`src/hdl/pls_pkg.sv`:
```
// Shared types, constants and codes of the priority LED sequencer.
package pls_pkg;

   localparam int LED_COUNT_DEFAULT = 8;
   localparam int NUM_SEQ           = 3;
   localparam int WALK_LIMIT        = 16;
   localparam int CSR_ADDR_W        = 5;

   localparam logic [1:0] SEQ_CALIB     = 2'd0;
   localparam logic [1:0] SEQ_HEARTBEAT = 2'd1;
   localparam logic [1:0] SEQ_LINK      = 2'd2;
   localparam logic [1:0] SEQ_NONE      = 2'd3;

   localparam logic [1:0] POS_ON      = 2'd0;
   localparam logic [1:0] POS_OFF     = 2'd1;
   localparam logic [1:0] POS_END     = 2'd2;
   localparam logic [1:0] POS_STOPPED = 2'd3;

   localparam logic OP_TICK = 1'b0;
   localparam logic OP_RUN  = 1'b1;

   localparam logic [15:0] CALIB_ON_RESET  = 16'd50;
   localparam logic [15:0] CALIB_OFF_RESET = 16'd450;
   localparam logic [15:0] ALIVE_ON_RESET  = 16'd50;
   localparam logic [15:0] ALIVE_OFF_RESET = 16'd1950;
   localparam logic [15:0] LINK_ON_RESET   = 16'd1;
   localparam logic [15:0] LINK_OFF_RESET  = 16'd0;

   typedef struct packed {
      logic       operation;
      logic [2:0] led_index;
      logic [1:0] sequence_select;
   } req_word_type;

   typedef struct packed {
      logic [7:0] led_levels;
      logic [1:0] active_sequence;
   } rsp_word_type;

   typedef struct packed {
      logic [1:0]               active;
      logic [NUM_SEQ-1:0][1:0]  pos;
      logic [15:0]              count;
      logic                     running;
   } led_rec_type;

   localparam led_rec_type LED_REC_RESET = '{
      active:  SEQ_NONE,
      pos:     {NUM_SEQ{POS_STOPPED}},
      count:   16'd0,
      running: 1'b0
   };

   typedef enum logic [1:0] {
      ST_IDLE,
      ST_LOAD,
      ST_WALK,
      ST_WRITE
   } state_type;

   typedef enum logic [2:0] {
      REG_RUN_ENABLE,
      REG_CALIB_ON,
      REG_CALIB_OFF,
      REG_ALIVE_ON,
      REG_ALIVE_OFF,
      REG_LINK_ON,
      REG_LINK_OFF
   } csr_index_type;

endpackage

```
`src/hdl/pls_ram.sv`:
```
// Generic simple dual-port RAM with one write port and a registered read port.
module pls_ram #(
   parameter int WIDTH = 8,
   parameter int DEPTH = 8,
   localparam int ADDR_W = (DEPTH > 1) ? $clog2(DEPTH) : 1
) (
   input  logic              clock,
   input  logic              wr_en,
   input  logic [ADDR_W-1:0] wr_addr,
   input  logic [WIDTH-1:0]  wr_data,
   input  logic [ADDR_W-1:0] rd_addr,
   output logic [WIDTH-1:0]  rd_data
);

   logic [WIDTH-1:0] mem_ff [DEPTH];
   logic [WIDTH-1:0] rd_data_ff;

   always_ff @(posedge clock) begin
      if (wr_en) begin
         mem_ff[wr_addr] <= wr_data;
      end
      rd_data_ff <= mem_ff[rd_addr];
   end

   assign rd_data = rd_data_ff;

endmodule

```
`src/hdl/priority_led_sequencer_core.sv`:
```
// Top level of the priority LED sequencer: control, state memory and registers.
//
//  channel  | ports                                  | handshake
//  ---------+----------------------------------------+-------------------------------
//  request  | start, busy, req_data                  | word taken when start && !busy
//  result   | rsp_valid, rsp_data                    | one-cycle strobe, no stall
//  register | psel penable pwrite paddr pwdata prdata | APB write in access cycle
//
// A run word passes through the load state, the walk state for each sequence step walked, and
// the write state; a tick word does the same for every LED, one memory read-modify-write per LED.
// The result strobe is high in the first cycle with busy low, and the receiver cannot stall
// it; a run on an absent LED answers in the next cycle without going busy. Reset is
// synchronous; valid bits make every LED read as stopped after reset, so no clearing pass
// is needed.
module priority_led_sequencer_core import pls_pkg::*; #(
   parameter int LED_COUNT = LED_COUNT_DEFAULT
) (
   input  logic                  clock,
   input  logic                  reset,
   input  logic                  start,
   output logic                  busy,
   input  req_word_type          req_data,
   output logic                  rsp_valid,
   output rsp_word_type          rsp_data,
   input  logic                  psel,
   input  logic                  penable,
   input  logic                  pwrite,
   input  logic [CSR_ADDR_W-1:0] paddr,
   input  logic [31:0]           pwdata,
   output logic [31:0]           prdata,
   output logic                  pready
);

   localparam int IDX_W   = (LED_COUNT > 1) ? $clog2(LED_COUNT) : 1;
   localparam int CNT_W   = $clog2(LED_COUNT + 1);
   localparam int CMP_W   = (CNT_W > 3) ? CNT_W : 3;
   localparam int SHOWN   = (LED_COUNT < 8) ? LED_COUNT : 8;
   localparam int GUARD_W = $clog2(WALK_LIMIT);
   localparam int REC_W   = $bits(led_rec_type);
   localparam logic [IDX_W-1:0]   LAST_IDX   = IDX_W'(LED_COUNT - 1);
   localparam logic [GUARD_W-1:0] LAST_GUARD = GUARD_W'(WALK_LIMIT - 1);

   state_type state_ff, state_in;
   logic [LED_COUNT-1:0] valid_ff, valid_in;
   logic [LED_COUNT-1:0] lit_ff, lit_in;
   logic rsp_valid_ff, rsp_valid_in;
   rsp_word_type rsp_data_ff, rsp_data_in;
   logic run_en_ff, run_en_in;
   logic [NUM_SEQ-1:0][1:0][15:0] dur_ff, dur_in;

   led_rec_type w_ff, w_in;
   logic wlit_ff, wlit_in;
   logic [GUARD_W-1:0] guard_ff, guard_in;
   logic [IDX_W-1:0] idx_ff, idx_in;
   logic op_ff, op_in;
   logic [1:0] sel_ff, sel_in;
   logic [CMP_W-1:0] led_ff, led_in;
   logic [1:0] act_ff, act_in;

   logic ram_we;
   logic [IDX_W-1:0] rd_addr;
   logic [REC_W-1:0] ram_q;
   logic [CMP_W-1:0] req_led;
   logic csr_wr;

   function automatic logic [1:0] pick_seq(input logic [NUM_SEQ-1:0][1:0] pos_v);
      logic [1:0] r;
      r = SEQ_NONE;
      for (int s = NUM_SEQ - 1; s >= 0; s--) begin
         if (pos_v[s] != POS_STOPPED) begin
            r = 2'(s);
         end
      end
      return r;
   endfunction

   pls_ram #(
      .WIDTH (REC_W),
      .DEPTH (LED_COUNT)
   ) u_state_ram (
      .clock   (clock),
      .wr_en   (ram_we),
      .wr_addr (idx_ff),
      .wr_data (REC_W'(w_ff)),
      .rd_addr (rd_addr),
      .rd_data (ram_q)
   );

   assign req_led = CMP_W'(req_data.led_index);
   assign csr_wr  = psel && penable && pwrite;
   assign busy    = (state_ff != ST_IDLE);
   assign rsp_valid = rsp_valid_ff;
   assign rsp_data  = rsp_data_ff;
   assign pready    = 1'b1;

   always_comb begin
      led_rec_type ld;
      led_rec_type wk;
      logic [1:0] p;
      logic [1:0] pos;
      logic [15:0] t;
      logic [15:0] cnt;
      logic lit;
      logic fin;

      state_in     = state_ff;
      valid_in     = valid_ff;
      lit_in       = lit_ff;
      rsp_valid_in = 1'b0;
      rsp_data_in  = rsp_data_ff;
      run_en_in    = run_en_ff;
      dur_in       = dur_ff;
      w_in         = w_ff;
      wlit_in      = wlit_ff;
      guard_in     = guard_ff;
      idx_in       = idx_ff;
      op_in        = op_ff;
      sel_in       = sel_ff;
      led_in       = led_ff;
      act_in       = act_ff;
      ram_we       = 1'b0;
      rd_addr      = idx_ff;

      ld  = valid_ff[idx_ff] ? led_rec_type'(ram_q) : LED_REC_RESET;
      wk  = w_ff;
      lit = wlit_ff;
      fin = 1'b0;
      p   = w_ff.active;
      pos = POS_ON;
      t   = 16'd0;
      cnt = 16'd0;

      if (csr_wr) begin
         unique case (paddr[CSR_ADDR_W-1:2])
            REG_RUN_ENABLE: run_en_in = pwdata[0];
            REG_CALIB_ON:   dur_in[SEQ_CALIB][0] = pwdata[15:0];
            REG_CALIB_OFF:  dur_in[SEQ_CALIB][1] = pwdata[15:0];
            REG_ALIVE_ON:   dur_in[SEQ_HEARTBEAT][0] = pwdata[15:0];
            REG_ALIVE_OFF:  dur_in[SEQ_HEARTBEAT][1] = pwdata[15:0];
            REG_LINK_ON:    dur_in[SEQ_LINK][0] = pwdata[15:0];
            REG_LINK_OFF:   dur_in[SEQ_LINK][1] = pwdata[15:0];
            default: ;
         endcase
      end

      unique case (state_ff)
         ST_IDLE: begin
            rd_addr = (req_data.operation == OP_RUN) ? IDX_W'(req_led) : '0;
            if (start) begin
               op_in  = req_data.operation;
               sel_in = req_data.sequence_select;
               led_in = req_led;
               act_in = SEQ_NONE;
               if (req_data.operation == OP_RUN) begin
                  idx_in = IDX_W'(req_led);
                  if (req_led < CMP_W'(LED_COUNT)) begin
                     state_in = ST_LOAD;
                  end else begin
                     rsp_valid_in = 1'b1;
                     rsp_data_in.led_levels = 8'(lit_ff[SHOWN-1:0]);
                     rsp_data_in.active_sequence = SEQ_NONE;
                  end
               end else begin
                  idx_in   = '0;
                  state_in = ST_LOAD;
               end
            end
         end
         ST_LOAD: begin
            wk  = ld;
            lit = lit_ff[idx_ff];
            state_in = ST_WRITE;
            if (op_ff == OP_RUN) begin
               if (sel_ff != SEQ_NONE) begin
                  wk.pos[sel_ff] = POS_ON;
                  wk.active = pick_seq(wk.pos);
                  lit = 1'b0;
                  if (run_en_ff && wk.active == sel_ff) begin
                     state_in = ST_WALK;
                  end
               end
            end else if (ld.running) begin
               cnt = (ld.count != 16'd0) ? ld.count - 16'd1 : ld.count;
               wk.count = cnt;
               if (cnt == 16'd0) begin
                  wk.running = 1'b0;
                  if (run_en_ff) begin
                     state_in = ST_WALK;
                  end
               end
            end
            w_in     = wk;
            wlit_in  = lit;
            guard_in = '0;
         end
         ST_WALK: begin
            if (p == SEQ_NONE) begin
               wk.running = 1'b0;
               fin = 1'b1;
            end else begin
               pos = w_ff.pos[p];
               if (pos == POS_STOPPED) begin
                  wk.active = pick_seq(w_ff.pos);
                  lit = 1'b0;
               end else if (pos != POS_END) begin
                  wk.pos[p] = pos + 2'd1;
                  t = dur_ff[p][pos[0]];
                  lit = (pos == POS_ON);
                  if (t != 16'd0) begin
                     wk.count   = t;
                     wk.running = 1'b1;
                     fin = 1'b1;
                  end
               end else if (p == SEQ_LINK) begin
                  wk.pos[p] = POS_STOPPED;
                  wk.active = pick_seq(wk.pos);
                  lit = 1'b0;
               end else begin
                  wk.pos[p] = POS_ON;
                  if (dur_ff[p][0] == 16'd0 && dur_ff[p][1] == 16'd0) begin
                     wk.count   = 16'd1;
                     wk.running = 1'b1;
                     fin = 1'b1;
                  end
               end
            end
            if (!fin && guard_ff == LAST_GUARD) begin
               wk.count   = 16'd1;
               wk.running = 1'b1;
               fin = 1'b1;
            end
            w_in     = wk;
            wlit_in  = lit;
            guard_in = guard_ff + 1'b1;
            if (fin) begin
               state_in = ST_WRITE;
            end
         end
         ST_WRITE: begin
            ram_we = 1'b1;
            valid_in[idx_ff] = 1'b1;
            lit_in[idx_ff]   = wlit_ff;
            if (led_ff == CMP_W'(idx_ff)) begin
               act_in = w_ff.active;
            end
            if (op_ff == OP_TICK && idx_ff != LAST_IDX) begin
               idx_in   = idx_ff + 1'b1;
               rd_addr  = idx_ff + 1'b1;
               state_in = ST_LOAD;
            end else begin
               state_in     = ST_IDLE;
               rsp_valid_in = 1'b1;
               rsp_data_in.led_levels      = 8'(lit_in[SHOWN-1:0]);
               rsp_data_in.active_sequence = act_in;
            end
         end
         default: state_in = ST_IDLE;
      endcase
   end

   always_comb begin
      unique case (paddr[CSR_ADDR_W-1:2])
         REG_RUN_ENABLE: prdata = {31'd0, run_en_ff};
         REG_CALIB_ON:   prdata = 32'(dur_ff[SEQ_CALIB][0]);
         REG_CALIB_OFF:  prdata = 32'(dur_ff[SEQ_CALIB][1]);
         REG_ALIVE_ON:   prdata = 32'(dur_ff[SEQ_HEARTBEAT][0]);
         REG_ALIVE_OFF:  prdata = 32'(dur_ff[SEQ_HEARTBEAT][1]);
         REG_LINK_ON:    prdata = 32'(dur_ff[SEQ_LINK][0]);
         REG_LINK_OFF:   prdata = 32'(dur_ff[SEQ_LINK][1]);
         default:        prdata = 32'd0;
      endcase
   end

   always_ff @(posedge clock) begin
      if (reset) begin
         state_ff     <= ST_IDLE;
         valid_ff     <= '0;
         lit_ff       <= '0;
         rsp_valid_ff <= 1'b0;
         run_en_ff    <= 1'b1;
         dur_ff[SEQ_CALIB][0]     <= CALIB_ON_RESET;
         dur_ff[SEQ_CALIB][1]     <= CALIB_OFF_RESET;
         dur_ff[SEQ_HEARTBEAT][0] <= ALIVE_ON_RESET;
         dur_ff[SEQ_HEARTBEAT][1] <= ALIVE_OFF_RESET;
         dur_ff[SEQ_LINK][0]      <= LINK_ON_RESET;
         dur_ff[SEQ_LINK][1]      <= LINK_OFF_RESET;
      end else begin
         state_ff     <= state_in;
         valid_ff     <= valid_in;
         lit_ff       <= lit_in;
         rsp_valid_ff <= rsp_valid_in;
         run_en_ff    <= run_en_in;
         dur_ff       <= dur_in;
      end
   end

   always_ff @(posedge clock) begin
      rsp_data_ff <= rsp_data_in;
      w_ff        <= w_in;
      wlit_ff     <= wlit_in;
      guard_ff    <= guard_in;
      idx_ff      <= idx_in;
      op_ff       <= op_in;
      sel_ff      <= sel_in;
      led_ff      <= led_in;
      act_ff      <= act_in;
   end

endmodule

```
`config.mk`:
```
export PLATFORM = sky130hd
export DESIGN_NAME = priority_led_sequencer_core
export DESIGN_NICKNAME = d
export VERILOG_FILES = /design/src/hdl/pls_pkg.sv /design/src/hdl/pls_ram.sv /design/src/hdl/priority_led_sequencer_core.sv
export SDC_FILE = /design/constraint.sdc
export NUM_CORES = 1
export LEC_CHECK = 0
export BUFFER_PORTS_ARGS = -buffer_cell sky130_fd_sc_hd__clkbuf_2
export CORE_ASPECT_RATIO = 1.4
export CORE_MARGIN = 4
export CORE_UTILIZATION = 55
export CTS_CLUSTER_SIZE = 20
export DETAILED_ROUTE_END_ITERATION = 10
export MAX_ROUTING_LAYER = met4
export PLACE_DENSITY = 0.81
export SLEW_MARGIN = 0
export SYNTH_ARGS = -nofsm -noshare
export SYNTH_HDL_FRONTEND = slang
export SYNTH_SLANG_ARGS = --single-unit
```
`constraint.sdc`:
```
create_clock -name clock -period 3.89 [get_ports clock]
set_clock_uncertainty 0.1 [all_clocks]
set_input_delay 0.778 -clock clock [delete_from_list [all_inputs] [get_ports clock]]
set_output_delay 0.778 -clock clock [all_outputs]
set_load 0.02 [all_outputs]
```
Yosys cells after proc, flatten, opt, wreduce, memory -nomap -nowiden --
Memories as Yosys holds them, arrays and structs flattened. A register that Yosys moved wholly into a read port is not among the register bits. Cells that the tools add are included. W data, S select, Z words.
Word-level totals: flip-flop bits (word level) 167, RAM bits 200, input bits 49, output and inout bits 45, logic and storage cells 231, memories 1
Memory list:
- u_state_ram.mem_ff | depth 8, width 25, rd ports 1, clocked after Yosys merged registers in 1, wr ports 1, RTL line pls_ram.sv:15 | logic [WIDTH-1:0] mem_ff [DEPTH];
Cells by class: $add $sub $neg 4, order comparisons 8, eq/ne operators 47, mux-type cells 101, bitwise logic cells 7, reduce and logical (&&, ||, !) cells 37
Operator list (number):
- $pmux W16 S7 | 1
- $mux W17 | 6
- $bmux W32 S2 | 1
- $pmux W25 S2 | 1
- $logic_not A16 Y1 | 3
- $mux W16 | 3
- $mux W23 | 2
- $mux W2 | 21
- $mux W10 | 4
- $mux W1 | 37
- $ne A2 B2 Y1 const B | 18
- $mux W32 | 1
- $reduce_bool A16 Y1 | 2
- $mux W25 | 1
- $mux W24 | 1
- $ne A4 B4 Y1 const B | 5
- $pmux W10 S2 | 1
- $ne A3 B3 Y1 const B | 6
- $reduce_and A2 Y1 | 9
- $mux W8 | 2
- $sub A16 B1 Y16 const B | 1
- $ne A5 B5 Y1 const B | 3
- $and A6 B6 Y6 | 2
- $not A6 Y6 | 2
- other kinds (41) | 71

Depth between registers and ports, before layout --
Gate-level depths: netlist of run 1.
word-level depth 19, mapped depth 16

Hierarchy --
Synthesis of run 1 repeated with hierarchy kept, for this count alone.
Second synthesis, totals: cell total of the unflattened synthesis 1416, area total of the unflattened synthesis 17685.7 um2
By module, submodules not included:
- priority_led_sequencer_core | instances 1, cells an instance 1088, area each 9424.0 um2
- pls_ram | instances 1, cells an instance 328, area each 8261.7 um2

Worst setup path before layout of run 1 --
OpenSTA, ideal clock, no wires.
path type reg-to-reg, start point reg w_ff[24] in the netlist's numbering, end point reg w_ff[10] in the netlist's numbering, enable pin, library setup time 0.411 ns, arrival time 3.727 ns, required time 3.379 ns, path slack -0.348 ns, stages on the path, launching flop included 15, buffers on the path 4, period minus slack after synthesis 4.238 ns, cell sequence edfxtp_1 -> buf_6 -> nor2b_4 -> buf_6 -> clkbuf_1 -> o2bb2ai_1 -> inv_1 -> clkbuf_1 -> ha_1 -> inv_1 -> nand3_1 -> a21oi_1 -> a221oi_2 -> nor2_1 -> o21ai_0
On the way: longest elaborated chain between the ends 14
Ends and longest elaborated chain:
- start, declared | RTL line priority_led_sequencer_core.sv:51 | led_rec_type w_ff, w_in;
- start signal, assigned | RTL line priority_led_sequencer_core.sv:299 | w_ff <= w_in;
- $bmux W32 S2 or $bmux W2 S2 (tied branches) | RTL line priority_led_sequencer_core.sv:207, priority_led_sequencer_core.sv:220, priority_led_sequencer_core.sv:201
- $mux W32 (implied by the code) or $mux W2 (tied branches) | RTL line priority_led_sequencer_core.sv:207, priority_led_sequencer_core.sv:220, priority_led_sequencer_core.sv:201
- $mux W16 (implied by the code) or $logic_not A16 Y1 (tied branches) | RTL line priority_led_sequencer_core.sv:207, priority_led_sequencer_core.sv:220
- $mux W16 (implied by the code) or $logic_and A1 B1 Y1 (tied branches) | RTL line priority_led_sequencer_core.sv:207, priority_led_sequencer_core.sv:220
- $reduce_bool A16 Y1 or $mux W1 (tied branches) | RTL line priority_led_sequencer_core.sv:209, priority_led_sequencer_core.sv:220
- $mux W1 (on tied branches) | RTL line priority_led_sequencer_core.sv:209, priority_led_sequencer_core.sv:214
- $mux W1 | RTL line priority_led_sequencer_core.sv:205 | end else if (pos != POS_END) begin
- $mux W1 | RTL line priority_led_sequencer_core.sv:202 | if (pos == POS_STOPPED) begin
- $mux W1 | RTL line priority_led_sequencer_core.sv:197 | if (p == SEQ_NONE) begin
- $mux W1 | RTL line priority_led_sequencer_core.sv:146 | unique case (state_ff)
- $logic_not A1 Y1 | RTL line priority_led_sequencer_core.sv:227 | if (!fin && guard_ff == LAST_GUARD) begin
- $logic_and A1 B1 Y1 | RTL line priority_led_sequencer_core.sv:227
- $ne A4 B4 Y1 (no source line) or $ne A3 B3 Y1 (tied branches)
- $reduce_and A6 Y1 (no source line) (*)
Mark *: on every way between the ends. The rest lies on a longest branch, timed or not. The select of a mux whose other input is x is not followed. A chain may end at the register's enable or synchronous reset.

==> run summary, run 1 <==
vias in the first global route: 13100
total negative slack: 0 ps
area delta synth->final: 11.2%
Rows: 77
end of the critical path: w_ff[9]
CP startpoint kind: flip-flop
die footprint: 35000 sq um
Slew @ Worst Pin: 1000 ps
# hold bufs at CTS: 0
most common cell in the netlist: nand2_1
Tmin final: 3720 ps
grt ovf: 0
crit path kind: reg -> reg
synth cell count leaders: nand2_1 (465), edfxtp_1 (251), dfxtp_1 (141)
# clock sinks: 392
cell accounting for the most synthesized area: edfxtp_1
Nets: 1843
Die Span X: 159 microns
Final setup viols: 0
Max Clock Freq: 269 MHz
CP Data Arrival Time: 3950 ps
Final ANT Viol Nets: 0
PwrDens: 715 nW/um^2
FF-to-FF End: w_ff[9]
crit-path max FO: 31
H-tree depth: 2
first-pass GRT wire length: 71900 microns
final hold slack: 325 ps
status: complete, no violations
Lkg Pwr: 7.11 nW
R2R Setup Slk: 170 ps
WL final: 46100 microns
PortBufs: 58
Initial Util: 0.558
layout cell share with drive strength beyond 1: 0.117
DP HPWL: 29500 microns
CP Data Required Time: 4120 ps
Clock Root Buffer: clkbuf_16
CTS clk-pin slew, worst paths: 60 ps
crit share post-route: 0.957
DR DRC count: 0
largest net degree at the start of global routing: 94
Cell Area, Synth: 17600 sq um
Clock Path Buffers: 3
crit end category: flip-flop
Rel. slew slack: 0.330
flip-flop and latch count after synthesis: 392
Post-Synthesis Cells: 1752
# diodes: 0
Synth cell types: 65
Synth Flop Type: edfxtp_1
drt via density: 6.15
ys async rst share: 0
RSZ-0062 raised after global routing: no
top post-synthesis cells by area: edfxtp_1 (43%), dfxtp_1 (16%), nand2_1 (9.9%)
Post-CTS Setup Inserts: 0
final slew viol count: 0
# Max-Cap Violations: 0
reg2reg path depth: 10
vias: 13600
DRT iter0 DRCs: 1265
Num CTS Buffers: 36
worst hold path depth: 1
core footprint: 31600 sq um
initial antenna violation count: 0
Overall Global Routing Usage: 0.265
io pins: 94
clock network latency to the later pin of the worst-skew pair: 530 ps
WL/cell: 20.9 microns
Synth top area share: 0.427
sequential share of the synthesized area: 0.587
Critical path origin: w_ff[23]
synthesis warning total: 0
reg-to-reg startpoint: w_ff[23]
Die Height: 220 microns
Final Util: 0.621
TritonRoute pass-1 iters: 7
post_cts resized: 0
Hold Fails Final Rpt: 0
gpl congestion: 0.945
Max IR drop VDD: 0.000426 V
Syn Area/Cell: 10.1 sq um
Worst Hold Class: in -> reg
EDFF count, synth: 251
CTS tree: yes
==> flip-flops by register name, indices dropped and copies added (netlist names), named ones only <==
| register | flops |
|---|---|
| lit_ff | 8 |
| act_ff | 2 |
| valid_ff | 8 |
| sel_ff | 2 |
| run_en_ff | 1 |
| rsp_data | 10 |
| led_ff | 3 |
| u_state_ram.mem_ff | 200 |
| w_ff | 21 |
| op_ff | 1 |
| u_state_ram.rd_data | 25 |
| idx_ff | 3 |
| rsp_valid | 1 |
| guard_ff | 4 |
| wlit_ff | 1 |
| state_ff | 2 |
| dur_ff | 96 |
==> per-stage QoR <==
stage	instance area, sq um	total power (W)	setup WS [ps]	instances
after floorplan	17700	0.00896	18.8	1767
after global placement	18400	0.0104	244	2140
after detailed placement	18400	0.0105	189	2140
after CTS	19600	0.0140	184	2204
after global routing	19600	0.0148	12.4	2204
final	19600	0.0140	166	2204
==> critical path, cell delays in order (launching register included) <==
cell and delay (ps):
edfxtp_1 400, buf_12 250, nor2b_4 150, buf_12 180, o2bb2ai_1 220, nor4_1 480, nand4_1 160, or3_1 420
a221oi_2 490, o21bai_4 250, o32ai_1 380
==> where the power goes <==
group	internal, W	switching [W]
combinational	0.00159	0.00313
clock	0.00199	0.00150
sequential	0.00522	0.000592
==> layout by cell type (no fill, tap or decap), types with 17 or more instances in the layout <==
cell type	instances
a21oi_1	120
edfxtp_1	251
mux2_2	18
nand2_1	464
o21ai_0	63
o2bb2ai_1	29
nand3_1	138
mux2i_1	61
nand3b_1	20
buf_4	45
clkbuf_2	57
conb_1	17
nor2_1	88
dfxtp_1	141
clkbuf_16	38
==> final cells by class <==
class,count,area [sq um]
Clock buffer,54,1080
Clock inverter,10,81.3
Fill cell,2443,12000
Inverter,13,48.8
Multi-Input combinational cell,1231,6780
Sequential cell,392,10400
Tap cell,395,494
Timing Repair Buffer,109,763
==> worst min path at each step <==
stage / startpoint / end / slack, ps
3_3_place_gp: valid_ff[2] / valid_ff[2] / 350
2_1_floorplan: valid_ff[2] / valid_ff[2] / 330
3_5_place_dp: valid_ff[7] / valid_ff[7] / 360
4_1_cts: req_data[1] / sel_ff[1] / 310
5_1_grt: req_data[1] / sel_ff[1] / 310
6_report: req_data[1] / sel_ff[1] / 320
==> logic make-up after synthesis <==
group           count (synthesis)  synth area share
compound gates                297             0.108
xor+xnor                       18           0.00894
fa+ha+maj                      11           0.00780
buf+inv                       144            0.0374
flops                         392             0.587
mux                            84            0.0518
other cells                     2          0.000426
simple gates                  804             0.198
==> routing by layer <==
layer | GRT usage | routed length (microns) | vias up
li1 | - | - | 6255
met1 | 0.308 | 16800 | 6472
met2 | 0.456 | 23400 | 676
met3 | 0.0342 | 3440 | 158
met4 | 0.133 | 2390 | 0
met5 | - | 0 | -
Note: power is estimated with default switching activity, not from simulation.
==> run 2: changes to the inputs <==
- clock period: 3.89 -> 3.15 ns (I/O delays scaled with it)
==> run 2 against run 1 <==
Effect of this change:
- the flow now finishes with violations (setup timing)
- flip-flop and latch count unchanged
- die area unchanged
- final cell count rose by 4.5%
- setup slack worse by 490 ps
- critical endpoint is now w_ff[0]
- largest cell class unchanged
==> run summary, run 2 (synthesized netlist as in run 1, its figures left out) <==
status: complete, but fails checks
failing checks: setup timing
initial antenna violation count: 0 (unchanged)
Non-Filler Instances: 2304 (+4.5%)
clock network latency to the later pin of the worst-skew pair: 540 ps (about the same)
Clock Path Buffers: 3 (unchanged)
Hold Fails Final Rpt: 0 (unchanged)
first-pass GRT wire length: 75300 microns (+4.8%)
# diodes: 0 (unchanged)
vias: 14200 (+4.4%)
CP Data Arrival Time: 3740 ps (-210 ps)
Inst Count DP: 2220 (+3.7%)
PortBufs: 58 (unchanged)
Tmin final: 3470 ps (-250 ps)
grt ovf: 0 (unchanged)
final slew viol count: 0 (unchanged)
CTS tree: yes
crit-path max FO: 3 (-90%)
Rows: 77 (unchanged)
largest net degree at the start of global routing: 57 (-39%)
Clock Root Buffer: clkbuf_16
Max IR drop VDD: 0.000658 V (+54%)
DR DRC count: 0 (unchanged)
CP Data Required Time: 3410 ps (-710 ps)
R2R Setup Slk: -320 ps (-490 ps)
Die Span X: 159 microns (unchanged)
# Max-Cap Violations: 0 (unchanged)
crit share post-route: 1.10 (+0.146)
Num CTS Buffers: 37 (+2.8%)
final setup margin: -324 ps (-490 ps)
CP startpoint kind: flip-flop
max FFs per register: 200 (unchanged)
Overall Global Routing Usage: 0.278 (+0.0134)
design area: 21100 sq um (+7.4%)
TritonRoute pass-1 iters: 6 (-1)
most frequent cells in the layout: nand2_1 (461), edfxtp_1 (251), dfxtp_1 (141), nand3_1 (137), buf_4 (117)
Slew @ Worst Pin: 868 ps (-135 ps)
commonest non-fill, non-tap cell in the layout: nand2_1
crit path kind: reg -> reg
PwrDens: 902 nW/um^2 (+26%)
WL/cell: 21.5 microns (+2.8%)
CTS clk-pin slew, worst paths: 70 ps (about the same)
Final ANT Viol Nets: 0 (unchanged)
H-tree depth: 2 (unchanged)
# clock sinks: 392 (unchanged)
largest register by flop count: u_state_ram.mem_ff
Post-DP Area: 19200 sq um (+4.3%)
Initial Util: 0.558 (unchanged)
core footprint: 31600 sq um (unchanged)
total negative slack: -6630 ps (-6630 ps)
Worst Hold Class: in -> reg
io pins: 94 (unchanged)
crit end category: flip-flop
die footprint: 35000 sq um (unchanged)
vias in the first global route: 14000 (+7.1%)
drt via density: 6.15 (-0.11%)
gpl congestion: 0.967 (+2.3%)
Die Height: 220 microns (unchanged)
Rel. slew slack: 0.419 (+0.0895)
Final setup viols: 35 (+35)
layout cell share with drive strength beyond 1: 0.195 (+0.0788)
RSZ-0062 raised after global routing: yes
Lkg Pwr: 7.79 nW (+9.6%)
DRT iter0 DRCs: 1150 (-9.1%)
DP HPWL: 31200 microns (+5.7%)
DP Worst Slack: -313 ps (-502 ps)
area delta synth->final: 19.4%
Final Util: 0.667 (+0.0459)
Max Clock Freq: 288 MHz (+7.2%)
WL final: 49500 microns (+7.4%)
Nets: 1940 (+5.3%)
-- run 2: changes by cell type in the layout (fill, tap and decap cells not counted), moves of 5 or more --
cell / delta
mux2i_1: -11
o2bb2ai_1: -11
buf_6: +10
mux2i_2: +10
o21ai_1: +5
o21ai_0: -8
o2bb2ai_2: +10
buf_4: +72
nor4_2: +8
nor4_1: -8
buf_12: +9
nor2_1: -7
nor2_4: +9
-- run 2: worst paths after layout --
check / startpoint / endpoint / cells past startpoint
setup reg to reg: idx_ff[0] / w_ff[0] / 13
setup / recovery: idx_ff[0] / w_ff[0] / 13
hold / removal: req_data[1] / sel_ff[1] / 1
hold reg to reg: dur_ff[3] / dur_ff[3] / 2
-- run 2: routing by layer --
layer,share of wire,wire (microns),GRT usage,up-vias
li1,-,-,-,6462
met1,0.36,17600,0.314,6757
met2,0.52,25600,0.484,748
met3,0.071,3520,0.0372,193
met4,0.055,2700,0.151,0
met5,0,0,-,-
-- run 2: what timing repair did --
action / 4_1_cts / 5_1_grt
setup buffers: 8 / 7
pin swaps: 8 / 20
hold buffers: 0 / 0
endpoints found under the setup margin: 34 / 56
gates resized for setup: 50 / 46
endpoints found under the hold margin: 0 / 0
gates cloned: 1 / 3
-- run 2: cell type report --
cell class / count / area (sq um)
flip-flops and latches: 392 / 10400
fillers: 2289 / 10500
well taps: 395 / 494
clock inverters: 10 / 86.3
multi-input cells: 1231 / 7240
clock buffers: 58 / 1130
repair buffers: 205 / 1700
inverters: 13 / 48.8
-- run 2: worst max-delay path, stage by stage (launching register included) --
cell and delay [ps]:
edfxtp_1 420, mux4_2 550, mux2i_4 230, nand2b_4 190
ha_4 160, nor2b_4 180, nand2_4 80, nor2_4 110
or4b_4 500, a21oi_4 190, nor4_1 70, buf_4 140
and4b_1 170, o31ai_1 200
-- run 2: through the flow --
| stage | total power (W) | hold slack, ps |
|---|---|---|
| after floorplan | 0.0111 | 335 |
| after global placement | 0.0135 | 345 |
| after detailed placement | 0.0137 | 363 |
| after CTS | 0.0185 | 157 |
| after global routing | 0.0198 | 157 |
| final | 0.0190 | 175 |
-- run 2: report_power, final --
group | switching [W] | leakage, nW | internal (W)
Sequential | 0.000702 | 3.41 | 0.00644
Combinational | 0.00455 | 3.79 | 0.00285
Clock | 0.00188 | 0.591 | 0.00255
